--- config.mk ---
export PLATFORM = sky130hd
export DESIGN_NAME = button_debounce_lap_timer_unit
export DESIGN_NICKNAME = d
export VERILOG_FILES = /design/src/design/bdlt_pkg.sv /design/src/design/button_debounce_lap_timer_unit.sv /design/src/design/bdlt_alu.sv /design/src/design/bdlt_cfg.sv
export SDC_FILE = /design/constraint.sdc
export NUM_CORES = 1
export LEC_CHECK = 0
export BUFFER_PORTS_ARGS = -buffer_cell sky130_fd_sc_hd__buf_4
export CAP_MARGIN = 30
export CORE_UTILIZATION = 60
export DETAILED_ROUTE_END_ITERATION = 6
export HOLD_SLACK_MARGIN = 0.15
export PLACE_DENSITY = 0.84
export SLEW_MARGIN = 25
export SYNTH_ARGS = -nofsm -noshare
export SYNTH_HDL_FRONTEND = slang
export SYNTH_SLANG_ARGS = --single-unit
--- constraint.sdc ---
create_clock -name i_clk -period 13.1 [get_ports i_clk]
set_input_delay 1.31 -clock i_clk [delete_from_list [all_inputs] [get_ports i_clk]]
set_output_delay 1.31 -clock i_clk [all_outputs]
set_load 0.01 [all_outputs]
--- src/design/bdlt_pkg.sv ---
// Shared types and constants for the button debounce and lap timer block.
`default_nettype none
package bdlt_pkg;

    localparam int unsigned TIMER_W  = 16;
    localparam int unsigned SEC_W    = 6;
    localparam int unsigned SUM_W    = 7;
    localparam int unsigned MIN_W    = 16;
    localparam int unsigned LAPS_W   = 8;
    localparam int unsigned LEVEL_W  = 11;
    localparam int unsigned ID_W     = 4;
    localparam int unsigned IDX5_W   = 5;
    localparam int unsigned ADDR_W   = 3;
    localparam int unsigned DATA_W   = 32;

    localparam logic [TIMER_W-1:0] SETTLE_RESET = 16'd50;
    localparam logic [TIMER_W-1:0] SEC_PER_MIN  = 16'd60;
    localparam logic [IDX5_W-1:0]  LAP_BUTTON   = 5'd5;

    localparam logic CMD_EDGE   = 1'b0;
    localparam logic CMD_TICK   = 1'b1;
    localparam logic REG_SETTLE = 1'b0;

    typedef enum logic {
        ALU_ADD,
        ALU_SUB
    } t_alu_op;

    typedef struct packed {
        t_alu_op            op;
        logic [TIMER_W-1:0] a;
        logic [TIMER_W-1:0] b;
    } t_alu_req;

    // co: carry out on add, borrow (a < b) on subtract
    typedef struct packed {
        logic [TIMER_W-1:0] res;
        logic               co;
    } t_alu_rsp;

    typedef struct packed {
        logic               cmd;
        logic [ID_W-1:0]    button;
        logic [LEVEL_W-1:0] pin_levels;
        logic [SEC_W-1:0]   lap_seconds;
        logic [MIN_W-1:0]   lap_minutes;
    } t_in_word;

    typedef struct packed {
        logic [ID_W-1:0]   button_id;
        logic              pressed;
        logic              report;
        logic [3:0]        leds;
        logic              lap_done;
        logic [LAPS_W-1:0] lap_count;
        logic [SEC_W-1:0]  total_seconds;
        logic [MIN_W-1:0]  total_minutes;
        logic              last;
    } t_out_word;

    typedef struct packed {
        logic       hit;
        logic [1:0] slot;
    } t_led_map;

    // Buttons 0, 1, 5 and 6 drive LEDs 0..3 and are reported.
    function automatic t_led_map led_slot(input logic [IDX5_W-1:0] idx);
        t_led_map m;
        m = '0;
        case (idx)
            5'd0: begin m.hit = 1'b1; m.slot = 2'd0; end
            5'd1: begin m.hit = 1'b1; m.slot = 2'd1; end
            5'd5: begin m.hit = 1'b1; m.slot = 2'd2; end
            5'd6: begin m.hit = 1'b1; m.slot = 2'd3; end
            default: m = '0;
        endcase
        return m;
    endfunction

endpackage
`default_nettype wire

--- src/design/button_debounce_lap_timer_unit.sv ---
// Top level: debouncer sequencer, event output register and lap arithmetic.
// Usage
//   Input channel (i_in_valid / o_in_stall) carries edge words (cmd 0) and tick
//   words (cmd 1). Output channel (o_out_valid / i_out_stall) carries one word
//   per debounced state change; 'last' marks the final word of one expiry.
//   settle_ticks is written over APB at byte address 0; the user must write
//   it only while the block is idle, which the block itself does not enforce.
// Sequencing
//   Edge word: taken directly in idle. Tick word with no expiry: accept, timer
//   add, limit compare, the add and compare both on the one shared 16-bit
//   adder. Expiring tick: after the compare, one scan step per button index up
//   to the last changed one (one when nothing changed), plus one emit step per
//   event; a lap press adds a seconds add, a minutes add, a compare and a
//   minute carry per minus-60 step (at most two), a closing compare and the
//   lap increment. o_in_stall is high whenever the sequencer is busy.
// Stalls and reset
//   Each event sits in an output register; a stalled receiver holds the word
//   and the sequencer waits in its emit step. Reset clears pending, debounced
//   state, LEDs, totals, lap count, timer and settle_ticks (to 50).
`default_nettype none
module button_debounce_lap_timer_unit #(
    parameter int unsigned BUTTON_COUNT = 11
) (
    input  logic                          i_clk,
    input  logic                          i_rst_n,
    input  logic                          i_in_valid,
    output logic                          o_in_stall,
    input  bdlt_pkg::t_in_word            i_in,
    output logic                          o_out_valid,
    input  logic                          i_out_stall,
    output bdlt_pkg::t_out_word           o_out,
    input  logic                          psel,
    input  logic                          penable,
    input  logic                          pwrite,
    input  logic [bdlt_pkg::ADDR_W-1:0]   paddr,
    input  logic [bdlt_pkg::DATA_W-1:0]   pwdata,
    output logic [bdlt_pkg::DATA_W-1:0]   prdata,
    output logic                          pready
);

    localparam int unsigned BW = BUTTON_COUNT;
    localparam int unsigned IW = $clog2(BUTTON_COUNT);

    typedef enum logic [3:0] {
        S_IDLE,
        S_TICK,
        S_CMP,
        S_SCAN,
        S_SEC,
        S_MIN,
        S_MOD,
        S_CARRY,
        S_LAPS,
        S_EMIT
    } t_state;

    t_state                           r_state;
    bdlt_pkg::t_in_word               r_in;
    logic [BW-1:0]                    r_pending;
    logic [BW-1:0]                    r_debounced;
    logic [BW-1:0]                    r_chg;
    logic                             r_running;
    logic [bdlt_pkg::TIMER_W-1:0]     r_timer;
    logic [3:0]                       r_leds;
    logic [bdlt_pkg::SUM_W-1:0]       r_sec;
    logic [bdlt_pkg::MIN_W-1:0]       r_min;
    logic [bdlt_pkg::LAPS_W-1:0]      r_laps;
    logic [IW-1:0]                    r_idx;
    logic                             r_now;
    logic                             r_lap;
    logic                             r_out_valid;
    bdlt_pkg::t_out_word              r_out;

    logic [bdlt_pkg::TIMER_W-1:0]     w_settle;
    logic [bdlt_pkg::TIMER_W-1:0]     w_limit;
    bdlt_pkg::t_alu_req               w_alu_req;
    bdlt_pkg::t_alu_rsp               w_alu_rsp;
    logic                             w_accept;
    logic [BW-1:0]                    w_edge_bit;
    logic                             w_edge_ok;
    logic [BW-1:0]                    w_pressed;
    logic [BW-1:0]                    w_cur_bit;
    logic                             w_last;
    logic                             w_load;
    logic                             w_expire;
    bdlt_pkg::t_led_map               w_led;

    bdlt_cfg u_cfg (
        .i_clk    (i_clk),
        .i_rst_n  (i_rst_n),
        .psel     (psel),
        .penable  (penable),
        .pwrite   (pwrite),
        .paddr    (paddr),
        .pwdata   (pwdata),
        .prdata   (prdata),
        .pready   (pready),
        .o_settle (w_settle)
    );

    bdlt_alu u_alu (
        .i_req (w_alu_req),
        .o_rsp (w_alu_rsp)
    );

    assign w_limit    = (w_settle == '0) ? 16'd1 : w_settle;
    assign o_in_stall = (r_state != S_IDLE);
    assign w_accept   = i_in_valid && !o_in_stall;

    assign w_edge_bit = BW'(1) << i_in.button;
    assign w_edge_ok  = ({2'b00, i_in.button} < 6'(BUTTON_COUNT))
                        && ((r_pending & w_edge_bit) == '0);

    // pins beyond the level field read as low, i.e. pressed
    assign w_pressed = ~BW'(r_in.pin_levels);
    assign w_cur_bit = BW'(1) << r_idx;
    assign w_last    = (r_chg == w_cur_bit);
    assign w_expire  = (r_state == S_CMP) && !w_alu_rsp.co;
    assign w_load    = (r_state == S_EMIT) && (!r_out_valid || !i_out_stall);
    assign w_led     = bdlt_pkg::led_slot(bdlt_pkg::IDX5_W'(r_idx));

    always_comb begin
        w_alu_req.op = bdlt_pkg::ALU_ADD;
        w_alu_req.a  = '0;
        w_alu_req.b  = '0;
        case (r_state)
            S_TICK: begin
                w_alu_req.a = r_timer;
                w_alu_req.b = 16'd1;
            end
            S_CMP: begin
                w_alu_req.op = bdlt_pkg::ALU_SUB;
                w_alu_req.a  = r_timer;
                w_alu_req.b  = w_limit;
            end
            S_SEC: begin
                w_alu_req.a = 16'(r_sec);
                w_alu_req.b = 16'(r_in.lap_seconds);
            end
            S_MIN: begin
                w_alu_req.a = r_min;
                w_alu_req.b = r_in.lap_minutes;
            end
            S_MOD: begin
                w_alu_req.op = bdlt_pkg::ALU_SUB;
                w_alu_req.a  = 16'(r_sec);
                w_alu_req.b  = bdlt_pkg::SEC_PER_MIN;
            end
            S_CARRY: begin
                w_alu_req.a = r_min;
                w_alu_req.b = 16'd1;
            end
            S_LAPS: begin
                w_alu_req.a = 16'(r_laps);
                w_alu_req.b = 16'd1;
            end
            default: begin
                w_alu_req.op = bdlt_pkg::ALU_ADD;
            end
        endcase
    end

    always_ff @(posedge i_clk) begin
        if (!i_rst_n) begin
            r_state     <= S_IDLE;
            r_pending   <= '0;
            r_debounced <= '0;
            r_chg       <= '0;
            r_running   <= 1'b0;
            r_timer     <= '0;
            r_leds      <= '0;
            r_sec       <= '0;
            r_min       <= '0;
            r_laps      <= '0;
            r_idx       <= '0;
            r_now       <= 1'b0;
            r_lap       <= 1'b0;
            r_out_valid <= 1'b0;
        end else begin
            if (w_load) begin
                r_out_valid <= 1'b1;
            end else if (!i_out_stall) begin
                r_out_valid <= 1'b0;
            end

            case (r_state)
                S_IDLE: begin
                    if (w_accept) begin
                        r_in <= i_in;
                        if (i_in.cmd == bdlt_pkg::CMD_EDGE) begin
                            if (w_edge_ok) begin
                                r_pending <= r_pending | w_edge_bit;
                                r_timer   <= '0;
                                r_running <= 1'b1;
                            end
                        end else if (r_running) begin
                            r_state <= S_TICK;
                        end
                    end
                end
                S_TICK: begin
                    r_timer <= w_alu_rsp.res;
                    r_state <= S_CMP;
                end
                S_CMP: begin
                    if (w_expire) begin
                        r_running <= 1'b0;
                        r_pending <= '0;
                        r_chg     <= r_pending & (w_pressed ^ r_debounced);
                        r_idx     <= '0;
                        r_state   <= S_SCAN;
                    end else begin
                        r_state <= S_IDLE;
                    end
                end
                S_SCAN: begin
                    if (r_chg == '0) begin
                        r_state <= S_IDLE;
                    end else if (r_chg[r_idx]) begin
                        r_debounced[r_idx] <= ~r_debounced[r_idx];
                        r_now              <= ~r_debounced[r_idx];
                        if (w_led.hit) begin
                            r_leds[w_led.slot] <= ~r_debounced[r_idx];
                        end
                        if ((bdlt_pkg::IDX5_W'(r_idx) == bdlt_pkg::LAP_BUTTON)
                            && !r_debounced[r_idx]) begin
                            r_lap   <= 1'b1;
                            r_state <= S_SEC;
                        end else begin
                            r_lap   <= 1'b0;
                            r_state <= S_EMIT;
                        end
                    end else begin
                        r_idx <= r_idx + IW'(1);
                    end
                end
                S_SEC: begin
                    r_sec   <= bdlt_pkg::SUM_W'(w_alu_rsp.res);
                    r_state <= S_MIN;
                end
                S_MIN: begin
                    r_min   <= w_alu_rsp.res;
                    r_state <= S_MOD;
                end
                S_MOD: begin
                    // subtract 60 until the seconds are below a minute
                    if (!w_alu_rsp.co) begin
                        r_sec   <= bdlt_pkg::SUM_W'(w_alu_rsp.res);
                        r_state <= S_CARRY;
                    end else begin
                        r_state <= S_LAPS;
                    end
                end
                S_CARRY: begin
                    r_min   <= w_alu_rsp.res;
                    r_state <= S_MOD;
                end
                S_LAPS: begin
                    r_laps  <= bdlt_pkg::LAPS_W'(w_alu_rsp.res);
                    r_state <= S_EMIT;
                end
                S_EMIT: begin
                    if (w_load) begin
                        r_out.button_id     <= bdlt_pkg::ID_W'(r_idx);
                        r_out.pressed       <= r_now;
                        r_out.report        <= w_led.hit;
                        r_out.leds          <= r_leds;
                        r_out.lap_done      <= r_lap;
                        r_out.lap_count     <= r_laps;
                        r_out.total_seconds <= bdlt_pkg::SEC_W'(r_sec);
                        r_out.total_minutes <= r_min;
                        r_out.last          <= w_last;
                        r_chg[r_idx]        <= 1'b0;
                        if (w_last) begin
                            r_state <= S_IDLE;
                        end else begin
                            r_idx   <= r_idx + IW'(1);
                            r_state <= S_SCAN;
                        end
                    end
                end
                default: r_state <= S_IDLE;
            endcase
        end
    end

    assign o_out_valid = r_out_valid;
    assign o_out       = r_out;

    a_expire_stops: assert property (@(posedge i_clk) disable iff (!i_rst_n)
        w_expire |=> (!r_running && (r_pending == '0)))
        else $error("timer still running or buttons pending after expiry");

    a_idle_no_chg: assert property (@(posedge i_clk) disable iff (!i_rst_n)
        (r_state == S_IDLE) |-> (r_chg == '0))
        else $error("unsent changes left when sequencer went idle");

    a_last_clears: assert property (@(posedge i_clk) disable iff (!i_rst_n)
        (w_load && w_last) |=> ((r_chg == '0) && o_out_valid && o_out.last))
        else $error("last word sent with changes still outstanding");

    a_sec_range: assert property (@(posedge i_clk) disable iff (!i_rst_n)
        w_load |-> (16'(r_sec) < bdlt_pkg::SEC_PER_MIN))
        else $error("seconds total not reduced below one minute");

    a_busy_stall: assert property (@(posedge i_clk) disable iff (!i_rst_n)
        (r_state == S_TICK) |=> ((r_state == S_CMP) && o_in_stall))
        else $error("tick sequence left the compare step out");

endmodule
`default_nettype wire

--- src/design/bdlt_alu.sv ---
// Shared 16-bit add/subtract unit used by the sequencer for its timer, limit, totals and lap-count arithmetic.
`default_nettype none
module bdlt_alu (
    input  bdlt_pkg::t_alu_req i_req,
    output bdlt_pkg::t_alu_rsp o_rsp
);

    logic [bdlt_pkg::TIMER_W:0] w_sum;

    always_comb begin
        case (i_req.op)
            bdlt_pkg::ALU_ADD: w_sum = {1'b0, i_req.a} + {1'b0, i_req.b};
            bdlt_pkg::ALU_SUB: w_sum = {1'b0, i_req.a} - {1'b0, i_req.b};
            default:           w_sum = '0;
        endcase
    end

    assign o_rsp.res = w_sum[bdlt_pkg::TIMER_W-1:0];
    assign o_rsp.co  = w_sum[bdlt_pkg::TIMER_W];

endmodule
`default_nettype wire

--- src/design/bdlt_cfg.sv ---
// APB register file holding the settle time.
`default_nettype none
module bdlt_cfg (
    input  logic                          i_clk,
    input  logic                          i_rst_n,
    input  logic                          psel,
    input  logic                          penable,
    input  logic                          pwrite,
    input  logic [bdlt_pkg::ADDR_W-1:0]   paddr,
    input  logic [bdlt_pkg::DATA_W-1:0]   pwdata,
    output logic [bdlt_pkg::DATA_W-1:0]   prdata,
    output logic                          pready,
    output logic [bdlt_pkg::TIMER_W-1:0]  o_settle
);

    logic [bdlt_pkg::TIMER_W-1:0] r_settle;
    logic                         w_sel_settle;

    assign w_sel_settle = (paddr[2] == bdlt_pkg::REG_SETTLE);

    always_ff @(posedge i_clk) begin
        if (!i_rst_n) begin
            r_settle <= bdlt_pkg::SETTLE_RESET;
        end else if (psel && penable && pwrite && w_sel_settle) begin
            r_settle <= pwdata[bdlt_pkg::TIMER_W-1:0];
        end
    end

    assign pready   = 1'b1;
    assign prdata   = w_sel_settle ?
                      {{(bdlt_pkg::DATA_W-bdlt_pkg::TIMER_W){1'b0}}, r_settle} : '0;
    assign o_settle = r_settle;

endmodule
`default_nettype wire
* Word level (Yosys, flattened, before mapping)
Index checks and enable logic that the tools add are counted.
Word-level totals: bits in registers 187, bits of input ports 80, word-level logic and storage cells 168, output and inout port bits 77
Operators by class: magnitude comparators 5, add/subtract/negate cells 3, mux-type cells 55, eq/ne operators 26, bitwise operators 11, reductions and logical operators 39, shifts and indexed selects 2
Operators by type and width (number):
- $pmux W32 S7 | 1
- $mux W16 | 5
- $mux W11 | 6
- $mux W4 | 13
- $pmux W11 S2 | 2
- $pmux W4 S9 | 1
- $pmux W17 S2 | 1
- $and A11 B11 Y11 | 3
- $pmux W16 S2 | 1
- $eq A4 B3 Y1 const B | 6
- $logic_not A11 Y1 | 2
- $ne A2 B2 Y1 const B | 11
- $not A11 Y11 | 2
- $shl A1 B4 Y11 const A | 2
- $add A16 B16 Y17 | 1
- $sub A16 B16 Y17 | 1
- $logic_not A16 Y1 | 1
- $pmux W7 S2 | 1
- $mux W1 | 12
- $pmux W3 S4 | 1
- $pmux W4 S3 | 1
- $reduce_and A3 Y1 | 4
- $bwmux W11 | 1
- $eq A11 B11 Y1 | 1
- other kinds (33) | 61

* Depth between registers and ports, before layout
Gate-level depths: netlist of run 1.
depth in word-level cells 9, depth in mapped cells 22, depth with buffers taken out 19

* Modules after synthesis
From an unflattened synthesis of run 1, not the netlist that was laid out.
Unflattened totals: cell total of the unflattened synthesis 983, area total of the unflattened synthesis 9405.3 µm²
Modules (own cells, without submodules):
- button_debounce_lap_timer_unit | cells each 717, instances 1, area each 7304.5 µm², seq. area each 4174.0 µm²
- bdlt_alu | cells each 160, instances 1, area each 1178.6 µm², seq. area each 0.0 µm²
- bdlt_cfg | cells each 106, instances 1, area each 922.1 µm², seq. area each 320.3 µm²

* Worst setup path after synthesis of run 1
Ideal clock, no wire load.
path kind reg-to-reg, start register r_state[3], end register r_sec[5] (netlist name), stages on the path, launching flop included 22, path buffers 4, library setup time 0.067 ns, period minus slack after synthesis 4.437 ns, setup slack 8.663 ns, arrival 4.370 ns, required time 13.033 ns, cell sequence dfxtp_1 -> clkbuf_1 -> nor4b_1 -> buf_2 -> buf_1 -> a21boi_0 -> ha_1 -> o21ai_0 -> nor4_1 -> nor3b_1 -> nor2_1 -> nor3_1 -> xnor2_1 -> ha_1 -> nand2_1 -> nor2_1 -> a41oi_2 -> and2_1 -> buf_6 -> a211oi_4 -> or3b_1 -> a21oi_2
On the way: cells in the longest elaborated chain, start to end 7, elaborated cells on any way between the ends 19, classes of those cells add/sub: 2; eq/ne: 8; mux: 5; bitwise: 1; reduce/logical: 3
Ends and longest elaborated chain:
- start: declaration | line button_debounce_lap_timer_unit.sv:57 | t_state r_state;
- start signal: assignment | line button_debounce_lap_timer_unit.sv:165 | r_state <= S_IDLE;
- start signal: assignment | line button_debounce_lap_timer_unit.sv:197 | r_state <= S_TICK;
- start signal: assignment | line button_debounce_lap_timer_unit.sv:203 | r_state <= S_CMP;
- parallel branches: the longest is 7 deep, another holds $sub A16 B16 Y17
- end signal: assignment | line button_debounce_lap_timer_unit.sv:238 | r_sec <= bdlt_pkg::SUM_W'(w_alu_rsp.res);
- end signal: assignment | line button_debounce_lap_timer_unit.sv:248 | r_sec <= bdlt_pkg::SUM_W'(w_alu_rsp.res);
- end: declaration | line button_debounce_lap_timer_unit.sv:65 | logic [bdlt_pkg::SUM_W-1:0] r_sec;
Several ways; the timed one is not identified. The select of a mux whose other input is x is not followed. A chain may end at the register's enable or synchronous reset.

* Worst setup path after layout of run 1
Same ends and word-level chain as after synthesis.

==> results of run 1 <==
[report_power, final]
group	switching (mW)	leakage (nW)	internal (mW)	total, mW
logic	0.0535	2.15	0.0355	0.0889
registers	0.00506	1.62	0.610	0.615
clock network	0.230	0.278	0.258	0.488
total	0.289	4.04	0.903	1.19
[through the flow]
step	setup WS (ns)	hold slack, ns	std cells
2_1_floorplan	8.66	0.408	1013
3_3_place_gp	7.81	0.417	1278
3_5_place_dp	7.74	0.421	1280
4_1_cts	7.65	0.446	1312
5_1_grt	7.16	0.460	1312
6_report	7.59	0.441	1312
[cell type report]
| type | count | share of cell area, % |
|---|---|---|
| Inverter | 17 | 0.582 |
| Timing Repair Buffer | 130 | 9.08 |
| Clock inverter | 13 | 0.958 |
| Multi-Input combinational cell | 735 | 41.9 |
| Tap cell | 211 | 2.41 |
| Clock buffer | 19 | 4.13 |
| Sequential cell | 187 | 41.0 |
[sequential cells by signal, indices dropped and copies added, names as in the netlist, 4 cells and up]
signal	cells
u_cfg.o_settle	16
r_timer	16
r_laps	8
r_sec	7
r_state	4
r_in	33
r_leds	4
r_debounced	11
r_pending	11
r_min	16
o_out	42
r_idx	4
r_chg	11
[logic make-up (layout without fill, tap and decap cells)]
family,count (synthesis),in the layout,share of synthesized area (%)
muxes,33,33,4.08
DFF,187,187,47.5
adders and majority gates,24,24,3.26
buffers and inverters,91,179,4.71
other,2,17,0.0794
and+or+nand+nor,380,380,19.6
AOI/OAI and AO/OA,246,246,17.5
xor gates and xnor gates,35,35,3.24
[path summary, 6_finish.rpt]
check	start	end	slack (ns)	cells past startpoint
worst min-delay path	r_leds[3]	o_out[35]	0.44	0
worst max-delay path	r_state[3]	r_sec[5]	7.59	18
worst min register to register	r_leds[3]	o_out[35]	0.44	0
worst max register to register	r_state[3]	r_sec[5]	7.59	18
[cell usage in the layout (no fill, tap or decap), types with 7 or more instances in the layout]
cell / synthesis / routed
a22oi_1: 21 / 21
clkbuf_16: 0 / 17
ha_1: 23 / 23
xnor2_1: 28 / 28
or3_1: 8 / 8
nor2_1: 103 / 102
conb_1: 2 / 17
a211oi_1: 9 / 9
o211ai_1: 14 / 14
a22o_1: 9 / 9
nand4_1: 7 / 7
nand3_1: 61 / 61
o21a_1: 7 / 7
o21bai_1: 7 / 7
inv_1: 15 / 15
a31oi_1: 21 / 21
dfxtp_1: 112 / 112
nand3b_1: 8 / 8
buf_4: 20 / 129
nor2b_1: 27 / 27
a21o_1: 7 / 7
nand2b_1: 10 / 10
edfxtp_1: 75 / 75
mux2i_1: 25 / 25
xor2_1: 7 / 7
nand2_1: 101 / 101
and3_1: 7 / 7
o21ai_0: 38 / 38
a21oi_1: 67 / 67
[Yosys cell counts, types with 7 or more instances]
cell type,instances,area [sq um]
a211oi_1,9,67.6
a21o_1,7,52.6
a21oi_1,67,335
a22o_1,9,78.8
a22oi_1,21,158
a31oi_1,21,131
and3_1,7,43.8
buf_2,17,85.1
buf_4,20,150
clkbuf_1,31,116
dfxtp_1,112,2240
edfxtp_1,75,2250
ha_1,23,288
inv_1,15,56.3
mux2i_1,25,250
nand2_1,101,379
nand2b_1,10,62.6
nand3_1,61,305
nand3b_1,8,60.1
nand4_1,7,43.8
nor2_1,103,387
nor2b_1,27,169
o211ai_1,14,105
o21a_1,7,52.6
o21ai_0,38,190
o21bai_1,7,52.6
or3_1,8,50.1
xnor2_1,28,245
xor2_1,7,61.3
[critical path, stage by stage (launching register included)]
cell and delay [ns]:
dfxtp_1 0.66, nand2b_1 0.68, or3_1 0.25, a21boi_0 0.21
ha_1 0.19, o21ai_0 0.10, nor4_1 0.51, nor3b_1 0.25
nor2_1 0.08, nor3_1 0.24, xnor2_1 0.12, ha_1 0.34
nand2_1 0.08, nor2_1 0.16, a41oi_2 0.16, and2_1 0.27
a211oi_4 0.59, or3b_1 0.42, a21oi_2 0.12
[per-layer routing]
layer	up-vias	track usage, %
met5	-	0
met4	0	11.8
met3	50	4.94
met2	412	44.2
met1	3772	40.8
li1	3788	-
==> impl_metrics.py, run 1 <==
metrics = {
    "power_and_ir_drop": {
        "peakVddDrop_uv": 104,
        "power.leakage_nw": 4.04,
        "power_density_nw_per_um2": 109,
        "power.total_mw": 1.19,
    },
    "synth": {
        "synth_area_sq_um": 9460,
        "avgSynthCellArea_sq_um": 9.47,
        "yosysWarningCount": 0,
        "async_flop_share_pct": 0,
        "synth_cell_types": 76,
        "ys.flop_type": "dfxtp_1",
        "ys_ff_latch": 187,
        "synth_edf_count": 75,
        "synth_cells": 998,
        "yosysSeqAreaShare_pct": 47.5,
    },
    "floorplan": {
        "core_sq_um": 15300,
        "dieArea_sq_um": 16300,
        "rows": 45,
        "start_util_pct": 61.7,
        "die_h_um": 128,
        "ioPinCount": 157,
        "die_w_um": 128,
    },
    "timing": {
        "finalCritPeriodShare_pct": 42.1,
        "post-route-min-period_ns": 5.51,
        "setup_violations": 0,
        "fmax_mhz": 181,
        "slew_viol_final": 0,
        "slew_headroom_pct": 41.1,
        "rsz0062_at_grt": "false",
        "clock_skew_ns": 0.00634,
        "hold_violations": 0,
        "fin_setup_tns_ns": 0,
        "tightestPinTransition_ns": 0.882,
    },
    "grt": {
        "grt_overflow": 0,
        "grt_max_degree": 73,
        "grt_first_pass_wirelength_um": 36900,
        "grt_pass1_vias": 7325,
        "antenna_found_initial": 0,
        "grt_usage_pct": 28.9,
    },
    "layout": {
        "syn_to_final_growth_pct": 16.0,
        "nFillCells": 1191,
        "drive_above_1_share_pct": 17.1,
        "ff_latch_area_sq_um": 4490,
        "multi_input_area_sq_um": 4590,
        "stdcell_area_sq_um": 11000,
        "antenna_cells": 0,
        "fin_nets": 1192,
        "final_util_pct": 71.6,
    },
    "routing": {
        "drt_iter0_drc": 854,
        "post_drt_wl_per_cell_um": 17.2,
        "wl_met3_um": 1790,
        "vias": 8022,
        "via_per_inst": 6.11,
        "ant_nets": 0,
        "routed.top_layer": "met4",
        "firstDrtPassIters": 5,
        "wl_um": 22600,
        "m1WireLength_um": 10100,
        "drc": 0,
        "wl_met2_um": 10100,
    },
    "setup_path": {
        "cp_max_fo": 16,
        "cp-end-kind": "flip-flop",
        "crit_type": "reg2reg",
        "arrival_ns": 5.88,
        "critPathRequiredTime_ns": 13.47,
        "worstSetupStartpointType": "flip-flop",
    },
    "cts": {
        "path_clk_slew_ns": 0.07,
        "ctsHoldBuffers": 0,
        "cts_tree": "yes",
        "clock_path_buffers": 2,
        "post_cts_resized": 0,
        "cts_setup_buffers": 0,
        "clock-sinks": 187,
        "clk_latency_ns": 0.44,
        "cts_root_buf": "clkbuf_16",
        "htreeDepth": 4,
        "cts_made_buffers": 17,
    },
    "place": {
        "gp_congestion": 0.906,
        "dpl.hpwl_um": 15700,
        "postPlaceCellArea_sq_um": 10400,
        "io_buffers": 121,
    },
    "flow_run": {
        "drv_cap": 0,
    },
    "hold_path": {
        "holdCritPathClass": "reg2reg",
    },
    "outcome": {
        "status": "complete, no violations",
    },
}
Power figures use the tool's default switching activity.
==> inputs of run 2 (changes only) <==
ABC_AREA = 1   (was default)
CORE_UTILIZATION = 57   (was 60)
PLACE_DENSITY = 0.8   (was 0.84)
clock period = 5.1 ns   (was 13.1 ns; I/O delays follow)
==> impl_metrics.py, run 2 <==
metrics = {
    "hold_path": {
        "holdCritPathClass": "in2reg",
        "holdCritStartpoint": "i_in[13]",
        "hold_depth": 1,
        "min_to": "r_in[13]",
    },
    "setup_path": {
        "path_common_cell": "nand2_1",
        "crit_family": "simple AND/OR/NAND/NOR gates",
        "r2r_end": "r_chg[10]",
        "reg2reg_depth": 28,
        "arrival_ns": 4.70,
        "cp-end-kind": "flip-flop",
        "worstSetupStartpointType": "flip-flop",
        "worst-path-buf-inv": 6,
        "crit_type": "reg2reg",
        "max_stage_delay_ns": 0.48,
        "critPathRequiredTime_ns": 5.40,
        "cp_max_fo": 19,
        "r2r_slack_ns": 0.70,
        "worstReg2RegStart": "r_state[1]",
        "critPathSlowestCell": "dfxtp_1",
    },
    "layout": {
        "fin_nets": 1443,
        "nFillCells": 1363,
        "largest_reg_flops": 42,
        "drive_above_1_share_pct": 14.9,
        "stdcell_area_sq_um": 11200,
        "final_cells": 1572,
        "syn_to_final_growth_pct": 16.0,
        "final_cell_mix": "nand2_1, inv_1, nor2_1",
        "final_util_pct": 67.5,
        "antenna_cells": 0,
        "layout_commonest_cell": "nand2_1",
    },
    "routing": {
        "via_per_inst": 5.42,
        "vias": 8520,
        "drc": 0,
        "drt_iter0_drc": 739,
        "ant_nets": 0,
        "wl_um": 22600,
        "post_drt_wl_per_cell_um": 14.4,
        "firstDrtPassIters": 6,
    },
    "synth": {
        "synth_area_sq_um": 9650,
        "synth_cells": 1232,
        "ys.flop_type": "dfxtp_1",
        "synth_edf_count": 75,
        "yosys-top-cells-area": "edfxtp_1, dfxtp_1, nand2_1, inv_1, a21oi_1",
        "synth_cell_types": 49,
        "synth_top_area_share_pct": 23.3,
        "yosys.area.top_type": "edfxtp_1",
        "yosysWarningCount": 0,
        "avgSynthCellArea_sq_um": 7.84,
        "async_flop_share_pct": 0,
        "synthTopCellsByCount": "nand2_1, inv_1, nor2_1",
        "synth.most_common_cell": "nand2_1",
        "yosysSeqAreaShare_pct": 46.6,
        "ys_ff_latch": 187,
    },
    "timing": {
        "hold_violations": 0,
        "setup_violations": 0,
        "clock_skew_ns": 0.00992,
        "tightestPinTransition_ns": 0.747,
        "slew_viol_final": 0,
        "rsz0062_at_grt": "false",
        "finalCritPeriodShare_pct": 86.3,
        "post-route-min-period_ns": 4.40,
        "holdWs_ns": 0.245,
        "slew_headroom_pct": 50.1,
        "fin_setup_tns_ns": 0,
        "fmax_mhz": 227,
        "fin_ws_ns": 0.696,
    },
    "cts": {
        "cts_tree": "yes",
        "htreeDepth": 4,
        "cts_made_buffers": 17,
        "cts_setup_buffers": 0,
        "post_cts_resized": 0,
        "clock_path_buffers": 2,
        "cts_root_buf": "clkbuf_16",
        "clk_latency_ns": 0.44,
        "ctsHoldBuffers": 0,
        "clock-sinks": 187,
        "path_clk_slew_ns": 0.07,
    },
    "power_and_ir_drop": {
        "power_density_nw_per_um2": 273,
        "peakVddDrop_uv": 225,
        "power.leakage_nw": 4.85,
        "power.total_mw": 3.05,
    },
    "grt": {
        "globalRouteMet2Util_pct": 40.2,
        "antenna_found_initial": 0,
        "top_usage_layer": "met2",
        "grt_max_degree": 63,
        "grt_usage_pct": 26.8,
        "grtUsageMet3_pct": 4.84,
        "grt_first_pass_wirelength_um": 37100,
        "gr-usage-met1_pct": 38.4,
        "grt_overflow": 0,
        "grt_pass1_vias": 7719,
    },
    "place": {
        "io_buffers": 121,
        "post-place-ws_ns": 0.782,
        "dpl.hpwl_um": 16300,
        "dp.cells": 1540,
        "gp_congestion": 0.932,
        "postPlaceCellArea_sq_um": 10700,
    },
    "outcome": {
        "status": "complete, no violations",
    },
    "floorplan": {
        "die_h_um": 132,
        "start_util_pct": 58.2,
        "die_w_um": 132,
        "dieArea_sq_um": 17500,
        "core_sq_um": 16600,
        "ioPinCount": 157,
        "rows": 47,
    },
    "flow_run": {
        "drv_cap": 0,
    },
}
run 2: changes by cell type in the layout (fill, tap and decap cells not counted), moves of 19 or more:
cell | previous run | this run
a21oi_1 | 67 | 112
a22oi_1 | 21 | 2
inv_1 | 15 | 155
mux2i_1 | 25 | 0
nand2_1 | 101 | 243
nor2_1 | 102 | 131
nor2b_1 | 27 | 0
o21ai_0 | 38 | 99
xnor2_1 | 28 | 8
run 2: power breakdown:
| group | switching [mW] | internal (mW) |
|---|---|---|
| clock | 0.573 | 0.657 |
| combinational | 0.155 | 0.0910 |
| sequential | 0.00841 | 1.57 |
| total | 0.737 | 2.32 |
run 2: cell type report:
| cell class | count | area (sq um) | share of cell area, % |
|---|---|---|---|
| Clock buffer | 21 | 460 | 4.11 |
| Clock inverter | 11 | 86.3 | 0.771 |
| Inverter | 165 | 619 | 5.53 |
| Multi-Input combinational cell | 839 | 4300 | 38.4 |
| Sequential cell | 187 | 4490 | 40.1 |
| Tap cell | 220 | 275 | 2.46 |
| Timing Repair Buffer | 129 | 968 | 8.65 |
run 2: how the worst max path moves through the flow:
stage,from,depth (start not counted),endpoint
6_report,r_state[1],28,r_chg[10]
5_1_grt,r_state[1],28,r_chg[5]
4_1_cts,r_state[1],28,r_chg[5]
3_5_place_dp,r_state[1],28,r_chg[10]
3_3_place_gp,r_state[1],28,r_chg[0]
2_1_floorplan,i_rst_n,4,r_in[0]
run 2: logic make-up after synthesis:
logic type | share of synthesized area [%]
compound gates | 15.2
simple gates | 23.0
flops | 46.6
other cells | 0.0778
fa+ha+maj | 3.19
xor+xnor | 2.35
buf+inv | 9.67
run 2: worst reg2reg max path: cells and delay by family (launching register included):
family                     cells  cell delay (ns)
and+or+nand+nor               15             2.22
xor gates and xnor gates       1             0.14
AOI/OAI and AO/OA              4             0.43
buffers and inverters          6             0.53
DFF                            1             0.48
adders and majority gates      2             0.49
run 2: metal layers:
metal,vias to the layer above,share of wire (%),wire [um]
li1,4274,-,-
met1,3842,47,10600
met2,362,43,9680
met3,42,7.9,1790
met4,0,2.4,542
met5,-,0,0
